$ cat config.mk
export PLATFORM = sky130hd
export DESIGN_NAME = bitmap_buffer_allocator
export DESIGN_NICKNAME = d
export VERILOG_FILES = /design/src/design/bba_pkg.sv /design/src/design/bba_ctrl.sv /design/src/design/bba_datapath.sv /design/src/design/bitmap_buffer_allocator.sv
export SDC_FILE = /design/constraint.sdc
export NUM_CORES = 1
export LEC_CHECK = 0
export ABC_AREA = 0
export BUFFER_PORTS_ARGS = -buffer_cell sky130_fd_sc_hd__buf_2
export CAP_MARGIN = 20
export CORE_UTILIZATION = 28
export CTS_CLUSTER_DIAMETER = 80
export CTS_CLUSTER_SIZE = 14
export DETAILED_ROUTE_END_ITERATION = 12
export GPL_ROUTABILITY_DRIVEN = 1
export HOLD_SLACK_MARGIN = 0.05
export PLACE_DENSITY = 0.51
export SETUP_SLACK_MARGIN = 0.15
export SLEW_MARGIN = 5
export SYNTH_ARGS = -nofsm -noshare
export SYNTH_HDL_FRONTEND = slang
export SYNTH_SLANG_ARGS = --single-unit
$ cat constraint.sdc
create_clock -name i_clk -period 13 [get_ports i_clk]
set_input_delay 2.6 -clock i_clk [delete_from_list [all_inputs] [get_ports i_clk]]
set_output_delay 2.6 -clock i_clk [all_outputs]
set_load 0.1 [all_outputs]
$ cat src/design/bba_pkg.sv
// Shared types and constants of the bitmap buffer allocator.
// No dependencies; imported by the controller, datapath and top level.
package bba_pkg;

    localparam int WORD_BITS      = 64;
    localparam int BIT_W          = 6;
    localparam int MAP_WORDS_DEF  = 4;
    localparam int MAX_PIECES_DEF = 64;

    localparam int LEN_W      = 32;
    localparam int LIMIT_W    = 7;
    localparam int SIZE_W     = 21;
    localparam int OFS_W      = 16;
    localparam int ADDR_W     = 32;
    localparam int INDEX_W    = 8;
    localparam int CFG_IDX_W  = 2;
    localparam int CFG_DATA_W = 32;
    localparam int IN_DATA_W  = 40;
    localparam int OUT_DATA_W = 96;

    // Configuration register indexes
    localparam logic [CFG_IDX_W-1:0] CFG_POOL_BASE     = 2'd0;
    localparam logic [CFG_IDX_W-1:0] CFG_HEADER_OFFSET = 2'd1;
    localparam logic [CFG_IDX_W-1:0] CFG_BUFFER_SIZE   = 2'd2;

    localparam logic [SIZE_W-1:0] BUFFER_SIZE_RST = 21'd4096;

    // Commands from controller to datapath
    typedef struct packed {
        logic start;     // latch a new request
        logic claim;     // claim one buffer or flag a full map
        logic mul;       // form size times index
        logic load_out;  // load the output register
    } t_cmd;

    // Status from datapath to controller
    typedef struct packed {
        logic last;      // the piece in flight ends the request
    } t_status;

endpackage

$ cat src/design/bba_ctrl.sv
// Sequencer of the bitmap buffer allocator: request intake, per-piece steps,
// output valid. Depends on bba_pkg.
module bba_ctrl (
    input  logic             i_clk,
    input  logic             i_rst_n,
    input  logic             i_s_valid,
    input  logic             i_m_ready,
    input  bba_pkg::t_status i_status,
    output logic             o_s_ready,
    output logic             o_m_valid,
    output bba_pkg::t_cmd    o_cmd
);
    import bba_pkg::*;

    localparam logic [1:0] S_IDLE  = 2'd0;
    localparam logic [1:0] S_CLAIM = 2'd1;
    localparam logic [1:0] S_MUL   = 2'd2;
    localparam logic [1:0] S_ADDR  = 2'd3;

    logic [1:0] r_state, n_state;
    logic       r_m_valid, n_m_valid;
    logic       out_free;

    assign out_free = !r_m_valid || i_m_ready;

    // Step through claim, multiply and address for each piece
    always_comb begin
        n_state   = r_state;
        n_m_valid = r_m_valid && !i_m_ready;
        o_cmd     = '0;
        case (r_state)
            S_IDLE: begin
                if (i_s_valid) begin
                    o_cmd.start = 1'b1;
                    n_state     = S_CLAIM;
                end
            end
            S_CLAIM: begin
                o_cmd.claim = 1'b1;
                n_state     = S_MUL;
            end
            S_MUL: begin
                o_cmd.mul = 1'b1;
                n_state   = S_ADDR;
            end
            S_ADDR: begin
                // wait for the output register to free up
                if (out_free) begin
                    o_cmd.load_out = 1'b1;
                    n_m_valid      = 1'b1;
                    n_state        = i_status.last ? S_IDLE : S_CLAIM;
                end
            end
            default: begin
                n_state = S_IDLE;
            end
        endcase
    end

    always_ff @(posedge i_clk) begin
        if (!i_rst_n) begin
            r_state   <= S_IDLE;
            r_m_valid <= 1'b0;
        end else begin
            r_state   <= n_state;
            r_m_valid <= n_m_valid;
        end
    end

    assign o_s_ready = (r_state == S_IDLE);
    assign o_m_valid = r_m_valid;

endmodule

$ cat src/design/bba_datapath.sv
// Datapath of the bitmap buffer allocator: free map, config registers,
// piece arithmetic, address multiply and output register. Depends on bba_pkg.
module bba_datapath #(
    parameter int MAP_WORDS  = bba_pkg::MAP_WORDS_DEF,
    parameter int MAX_PIECES = bba_pkg::MAX_PIECES_DEF
) (
    input  logic                             i_clk,
    input  logic                             i_rst_n,
    input  bba_pkg::t_cmd                    i_cmd,
    output bba_pkg::t_status                 o_status,
    input  logic                             i_cfg_we,
    input  logic [bba_pkg::CFG_IDX_W-1:0]    i_cfg_index,
    input  logic [bba_pkg::CFG_DATA_W-1:0]   i_cfg_data,
    input  logic [bba_pkg::LEN_W-1:0]        i_len,
    input  logic [bba_pkg::LIMIT_W-1:0]      i_limit,
    output logic                             o_granted,
    output logic [bba_pkg::INDEX_W-1:0]      o_index,
    output logic [bba_pkg::ADDR_W-1:0]       o_addr,
    output logic [bba_pkg::SIZE_W-1:0]       o_piece,
    output logic [bba_pkg::LEN_W-1:0]        o_rem,
    output logic                             o_last
);
    import bba_pkg::*;

    localparam int WORD_W = (MAP_WORDS > 1) ? $clog2(MAP_WORDS) : 1;
    localparam int IDX_W  = WORD_W + BIT_W;
    localparam int PROD_W = SIZE_W + IDX_W;
    localparam int CNT_W  = $clog2(MAX_PIECES + 1);

    // Lowest clear bit: per-byte search, then lowest non-full byte
    function automatic logic [BIT_W-1:0] ffz(input logic [WORD_BITS-1:0] w);
        logic [7:0] grp_full;
        logic [2:0] bpos [8];
        logic [2:0] sel;
        for (int g = 0; g < 8; g++) begin
            grp_full[g] = &w[g*8 +: 8];
            bpos[g]     = 3'd0;
            for (int k = 7; k >= 0; k--) begin
                if (!w[g*8 + k]) begin
                    bpos[g] = 3'(k);
                end
            end
        end
        sel = 3'd0;
        for (int g = 7; g >= 0; g--) begin
            if (!grp_full[g]) begin
                sel = 3'(g);
            end
        end
        return {sel, bpos[sel]};
    endfunction

    // Config registers
    logic [ADDR_W-1:0] r_base;
    logic [OFS_W-1:0]  r_ofs;
    logic [SIZE_W-1:0] r_size;

    // Free map: words below r_word are full, words above are untouched
    logic [WORD_W-1:0]    r_word;
    logic [WORD_BITS-1:0] r_cur;
    logic                 r_full;

    // Request and piece state
    logic [LEN_W-1:0]  r_len;
    logic [CNT_W-1:0]  r_cnt;
    logic [CNT_W-1:0]  r_limit;
    logic [IDX_W-1:0]  r_idx;
    logic [SIZE_W-1:0] r_piece;
    logic              r_granted;
    logic              r_last;
    logic [PROD_W-1:0] r_prod;

    // Output register
    logic               r_o_granted;
    logic [INDEX_W-1:0] r_o_index;
    logic [ADDR_W-1:0]  r_o_addr;
    logic [SIZE_W-1:0]  r_o_piece;
    logic [LEN_W-1:0]   r_o_rem;
    logic               r_o_last;

    logic [BIT_W-1:0]     bit_pos;
    logic [WORD_BITS-1:0] cur_set;
    logic                 word_done;
    logic                 last_word;
    logic [SIZE_W-1:0]    piece;
    logic [LEN_W-1:0]     rem;
    logic [CNT_W-1:0]     cnt_inc;
    logic                 piece_last;
    logic [CNT_W-1:0]     limit_clamp;

    // Claim arithmetic for the current piece
    always_comb begin
        bit_pos    = ffz(r_cur);
        cur_set    = r_cur | (WORD_BITS'(1) << bit_pos);
        word_done  = &cur_set;
        last_word  = (r_word == WORD_W'(MAP_WORDS - 1));
        piece      = (r_len < LEN_W'(r_size)) ? r_len[SIZE_W-1:0] : r_size;
        rem        = r_len - LEN_W'(piece);
        cnt_inc    = r_cnt + CNT_W'(1);
        piece_last = (rem == '0) || (cnt_inc >= r_limit) || (word_done && last_word);
        if ((i_limit == '0) || (i_limit > LIMIT_W'(MAX_PIECES))) begin
            limit_clamp = CNT_W'(MAX_PIECES);
        end else begin
            limit_clamp = i_limit[CNT_W-1:0];
        end
    end

    // Config writes
    always_ff @(posedge i_clk) begin
        if (!i_rst_n) begin
            r_base <= '0;
            r_ofs  <= '0;
            r_size <= BUFFER_SIZE_RST;
        end else if (i_cfg_we) begin
            case (i_cfg_index)
                CFG_POOL_BASE:     r_base <= i_cfg_data;
                CFG_HEADER_OFFSET: r_ofs  <= i_cfg_data[OFS_W-1:0];
                CFG_BUFFER_SIZE:   r_size <= i_cfg_data[SIZE_W-1:0];
                default:           ;
            endcase
        end
    end

    // Mark the claimed bit, advance to the next word when one fills
    always_ff @(posedge i_clk) begin
        if (!i_rst_n) begin
            r_word <= '0;
            r_cur  <= '0;
            r_full <= 1'b0;
            r_last <= 1'b0;
        end else if (i_cmd.claim) begin
            if (r_full) begin
                r_last <= 1'b1;
            end else begin
                r_last <= piece_last;
                if (word_done) begin
                    if (last_word) begin
                        r_full <= 1'b1;
                        r_cur  <= cur_set;
                    end else begin
                        r_word <= r_word + WORD_W'(1);
                        r_cur  <= '0;
                    end
                end else begin
                    r_cur <= cur_set;
                end
            end
        end
    end

    // Request latch, piece registers, multiply and output load
    always_ff @(posedge i_clk) begin
        if (i_cmd.start) begin
            r_len   <= i_len;
            r_cnt   <= '0;
            r_limit <= limit_clamp;
        end
        if (i_cmd.claim) begin
            if (r_full) begin
                r_granted <= 1'b0;
                r_idx     <= '0;
                r_piece   <= '0;
            end else begin
                r_granted <= 1'b1;
                r_idx     <= {r_word, bit_pos};
                r_piece   <= piece;
                r_len     <= rem;
                r_cnt     <= cnt_inc;
            end
        end
        if (i_cmd.mul) begin
            r_prod <= PROD_W'(r_size) * PROD_W'(r_idx);
        end
        if (i_cmd.load_out) begin
            r_o_granted <= r_granted;
            r_o_index   <= INDEX_W'(r_idx);
            r_o_addr    <= r_granted ? (r_base + ADDR_W'(r_ofs) + ADDR_W'(r_prod)) : '0;
            r_o_piece   <= r_piece;
            r_o_rem     <= r_len;
            r_o_last    <= r_last;
        end
    end

    assign o_status.last = r_last;
    assign o_granted     = r_o_granted;
    assign o_index       = r_o_index;
    assign o_addr        = r_o_addr;
    assign o_piece       = r_o_piece;
    assign o_rem         = r_o_rem;
    assign o_last        = r_o_last;

endmodule

$ cat src/design/bitmap_buffer_allocator.sv
// Top level of the bitmap buffer allocator: stream ports, config port,
// controller and datapath. Depends on bba_pkg, bba_ctrl and bba_datapath.
//
// Usage:
//   A request (length, piece limit) is a transfer on the s_axis channel.
//   The block claims the lowest free buffers of its map one by one and sends
//   one result per buffer on m_axis; tlast marks the final result of a
//   request, tuser is the grant flag (low only when the map was full).
//   Config writes (pool base, header offset, buffer size) use the cfg
//   channel, which is always ready; write only while no request is open.
//   After the request transfer each piece passes the claim, multiply and
//   address-add steps in turn; the next piece of a request is claimed only
//   after the previous one has been loaded into the output register.
//   The next request is taken once the final result sits in the output
//   register, even if the receiver has not yet taken it.
//   Receiver stall: the output register holds; the sequencer waits at the
//   address step until the register frees, so nothing is lost.
//   Reset: every buffer is free, buffer size is 4096, base and offset zero.
module bitmap_buffer_allocator #(
    parameter int MAP_WORDS  = bba_pkg::MAP_WORDS_DEF,
    parameter int MAX_PIECES = bba_pkg::MAX_PIECES_DEF
) (
    input  logic                           i_clk,
    input  logic                           i_rst_n,
    input  logic                           s_axis_tvalid,
    output logic                           s_axis_tready,
    // [31:0] request_length, [38:32] max_pieces, [39] zero
    input  logic [bba_pkg::IN_DATA_W-1:0]  s_axis_tdata,
    output logic                           m_axis_tvalid,
    input  logic                           m_axis_tready,
    // [7:0] buffer_index, [39:8] buffer_address, [60:40] piece_length,
    // [92:61] remaining_length, [95:93] zero
    output logic [bba_pkg::OUT_DATA_W-1:0] m_axis_tdata,
    // [0] granted
    output logic [0:0]                     m_axis_tuser,
    output logic                           m_axis_tlast,
    input  logic                           i_cfg_valid,
    output logic                           o_cfg_ready,
    input  logic [bba_pkg::CFG_IDX_W-1:0]  i_cfg_index,
    input  logic [bba_pkg::CFG_DATA_W-1:0] i_cfg_data
);
    import bba_pkg::*;

    t_cmd              cmd;
    t_status           status;
    logic              granted;
    logic [INDEX_W-1:0] index;
    logic [ADDR_W-1:0] addr;
    logic [SIZE_W-1:0] piece;
    logic [LEN_W-1:0]  rem;

    bba_ctrl u_ctrl (
        .i_clk     (i_clk),
        .i_rst_n   (i_rst_n),
        .i_s_valid (s_axis_tvalid),
        .i_m_ready (m_axis_tready),
        .i_status  (status),
        .o_s_ready (s_axis_tready),
        .o_m_valid (m_axis_tvalid),
        .o_cmd     (cmd)
    );

    bba_datapath #(
        .MAP_WORDS  (MAP_WORDS),
        .MAX_PIECES (MAX_PIECES)
    ) u_datapath (
        .i_clk       (i_clk),
        .i_rst_n     (i_rst_n),
        .i_cmd       (cmd),
        .o_status    (status),
        .i_cfg_we    (i_cfg_valid),
        .i_cfg_index (i_cfg_index),
        .i_cfg_data  (i_cfg_data),
        .i_len       (s_axis_tdata[LEN_W-1:0]),
        .i_limit     (s_axis_tdata[LEN_W +: LIMIT_W]),
        .o_granted   (granted),
        .o_index     (index),
        .o_addr      (addr),
        .o_piece     (piece),
        .o_rem       (rem),
        .o_last      (m_axis_tlast)
    );

    // Pack result fields, lowest field first
    assign m_axis_tdata = {3'b000, rem, piece, addr, index};
    assign m_axis_tuser = granted;
    assign o_cfg_ready  = 1'b1;

endmodule

==> impl_metrics.toml <==
[setup_path]
critPathRequiredTime_ns = 13.52
critPathMaxStageDelay_ns = 0.71
cpMostUsedCell = "a21oi_1"
cp-start-kind = "register"
slowest_stage = "dfxtp_1"
critPathCaptureType = "register"
worstPathCellList = "inv_1, ha_1, and4_1, and3_1, a221o_1, o21a_1, or2_2, o21ai_0, ha_1, fa_1, inv_1, a21oi_1, nor2_1, a21oi_1, a21oi_1, or4_1, a31o_2, a21bo_2, nor3b_1, xnor2_1, nand2_1, or4_1, nor4b_2, a31o_1"
cp_max_fo = 44
path_class = "register to register"
crit_arrival_ns = 7.91

[synth]
async_flop_share = 0
synthFlopType = "dfxtp_1"
synth_cell_type_count = 98
synth_cells = 2593
synth_edf_count = 161
synth-seq-cells = 340
avgSynthCellArea_um2 = 9.03
yosysSeqAreaShare = 0.359
yosysWarningCount = 0
synth_area_mm2 = 0.0234

[floorplan]
die_height_um = 291
start_util = 0.284
die_x_um = 291
core_mm2 = 0.0824
die-area_mm2 = 0.0848
fp-row-count = 105
io_pins = 180

[timing]
timing_hold_violations_final = 0
max_freq_mhz = 135
period_minus_slack_ns = 7.39
postLayoutSetupSlackWorst_ns = 5.61
rsz0062_at_grt = "no"
timing.slew.headroom = 0.297
setup_viol = 0
finalSetupTns_ns = 0
finalCritPeriodShare = 0.568
tightestPinTransition_ns = 1.05
slew_viol_final = 0
fin_skew_ns = 0.0300

[pwr]
leakagePower_nw = 10.2
p_comb_frac = 0.389
clkPwrFrac = 0.235
worst_ir_drop_vdd_uv = 77.2
p_seq_frac = 0.376
p_int_mw = 2.40
swShare = 0.424
p_sw_mw = 1.77
p_per_area_mw_per_mm2 = 157

[routing]
drt-pass1-iter-count = 5
final_antenna_net_count = 0
vias_per_cell = 5.10
first_iter_violations = 1489
vias = 19452
drc_errors = 0
finalWirelength_um = 72600
wl_per_cell_um = 19.0

[grt]
top_usage_layer = "met2"
grt_max_degree = 71
grt_pass1_vias = 18569
grtUsageMet2 = 0.262
met3_usage = 0.0285
antenna_found_initial = 4
gr-usage-all-layers = 0.167
grt_overflow = 0
grt_pass1_wl_um = 112000
grtUsageMet1 = 0.236

[flow_run]
maxCapViolCount = 0

[clock_network]
cts.sinks = 340
postCtsSetupBuffers = 0
cts_tree = "done"
htreeDepth = 2
root_buffer = "clkbuf_16"
cts_buffers = 34
clockBufferDepth = 3
cts_hold_buf = 0
clock_latency_ns = 0.57
cts_resized = 0
clkSlewWorstSetupHoldPaths_ns = 0.07

[cells_and_area]
final_cell_mix = "nand2_1 (396), a21oi_1 (191), inv_1 (183), dfxtp_1 (179), nor2_1 (175)"
drive_gt1_frac = 0.115
final_common_cell = "nand2_1"
num-nets-final = 3062
area_growth_pct = 13.2

[run_status]
status = "finished clean"

[placed_design]
hpwl_um = 54000
routabilityCongestion = 0.950
place_ws_ns = 5.64
portBuffers = 174

[worst_hold_path]
hold_class = "register to register"
-- critical path: cells and delay by family (launching register included) --
family | cells | cell delay (ns)
AOI/OAI and AO/OA | 9 | 2.38
buffers and inverters | 2 | 0.19
and+or+nand+nor | 9 | 3.08
adders and majority gates | 3 | 0.78
DFF | 1 | 0.71
xor gates and xnor gates | 1 | 0.20
-- cell usage after synthesis, drive strengths merged (10+ instances only) --
master  count  area [um2]
ha        131        1640
a21boi     17         131
nor4       24         178
nor3       50         255
or3        18         113
nand3      60         305
a21o       16         120
inv       184         691
xor2       26         228
o21ai      96         484
clkbuf     95         357
nand2b     28         175
and3       39         244
fa        132        2640
nor2b      37         231
a32oi      15         131
o21a       12        90.1
a31oi      50         319
buf        32         200
dfxtp     179        3580
xnor2      40         350
nand2     396        1490
nor2      178         678
nand4      39         250
o22ai      14        87.6
a32o       16         160
a22o       12         105
or2        13        81.3
edfxtp    161        4830
a211oi     31         248
o211ai     10        80.1
and2       96         601
a21oi     192         965
mux2i      24         240
-- cell type report --
class / instances / area (um2)
multi-input combinational: 1942 / 13800
inverter: 186 / 698
fill: 8651 / 55900
timing repair buffer: 216 / 1180
tap: 1070 / 1340
clock buffer: 49 / 921
clock inverter: 13 / 138
antenna: 1 / 2.50
sequential: 340 / 8420
-- path summary, 6_finish.rpt --
check	from	to	slack, ns	depth (start not counted)
max	u_datapath.r_size[12]	u_datapath.o_status	5.61	24
max reg2reg	u_datapath.r_size[12]	u_datapath.o_status	5.61	24
min	u_datapath.r_piece[9]	u_datapath.o_piece[9]	0.43	0
min reg2reg	u_datapath.r_piece[9]	u_datapath.o_piece[9]	0.43	0
-- power groups by stage --
stage                     logic (mW)  clock network (mW)  registers [mW]
after global routing            1.80                1.06            1.59
after floorplan                 1.08                   0            1.64
after global placement          1.61                   0            1.60
final                           1.62               0.981            1.57
after CTS                       1.62                1.02            1.57
after detailed placement        1.61                   0            1.59
-- sequential cells by signal (all words and copies together) (netlist names), 16 cells and up --
register and flops:
u_datapath.o_piece 21, u_datapath.r_ofs 16, u_datapath.r_cur 64, u_datapath.r_base 32, u_datapath.r_size 21, u_datapath.r_len 32
u_datapath.o_addr 32, u_datapath.r_prod 29, u_datapath.r_piece 21, u_datapath.o_rem 32
-- logic make-up (layout without fill, tap and decap cells) --
kind of cell | count (synthesis) | count (layout) | synth area share
compound gates | 563 | 563 | 0.155
xor+xnor | 66 | 66 | 0.0247
fa+ha+maj | 270 | 270 | 0.186
buf+inv | 313 | 464 | 0.0536
flops | 340 | 340 | 0.359
mux | 28 | 28 | 0.0123
other cells | 2 | 5 | 0.000321
simple gates | 1011 | 1011 | 0.209
-- per-stage QoR --
| step | cells | hold WS [ns] | area [um2] | total power [mW] | util |
|---|---|---|---|---|---|
| 2_1_floorplan | 2595 | 0.400 | 23400 | 2.72 | - |
| 3_3_place_gp | 3753 | 0.404 | 25400 | 3.21 | 0.309 |
| 3_5_place_dp | 3753 | 0.405 | 25400 | 3.20 | 0.309 |
| 4_1_cts | 3815 | 0.428 | 26500 | 4.21 | 0.322 |
| 5_1_grt | 3816 | 0.439 | 26500 | 4.44 | 0.322 |
| 6_report | 3817 | 0.429 | 26500 | 4.17 | 0.322 |
-- per-layer routing --
layer / share of wire / vias up
li1: - / 9348
met1: 0.46 / 9405
met2: 0.45 / 572
met3: 0.063 / 123
met4: 0.025 / 4
met5: 0.00030 / -
Note: power is estimated with default switching activity, not from simulation.
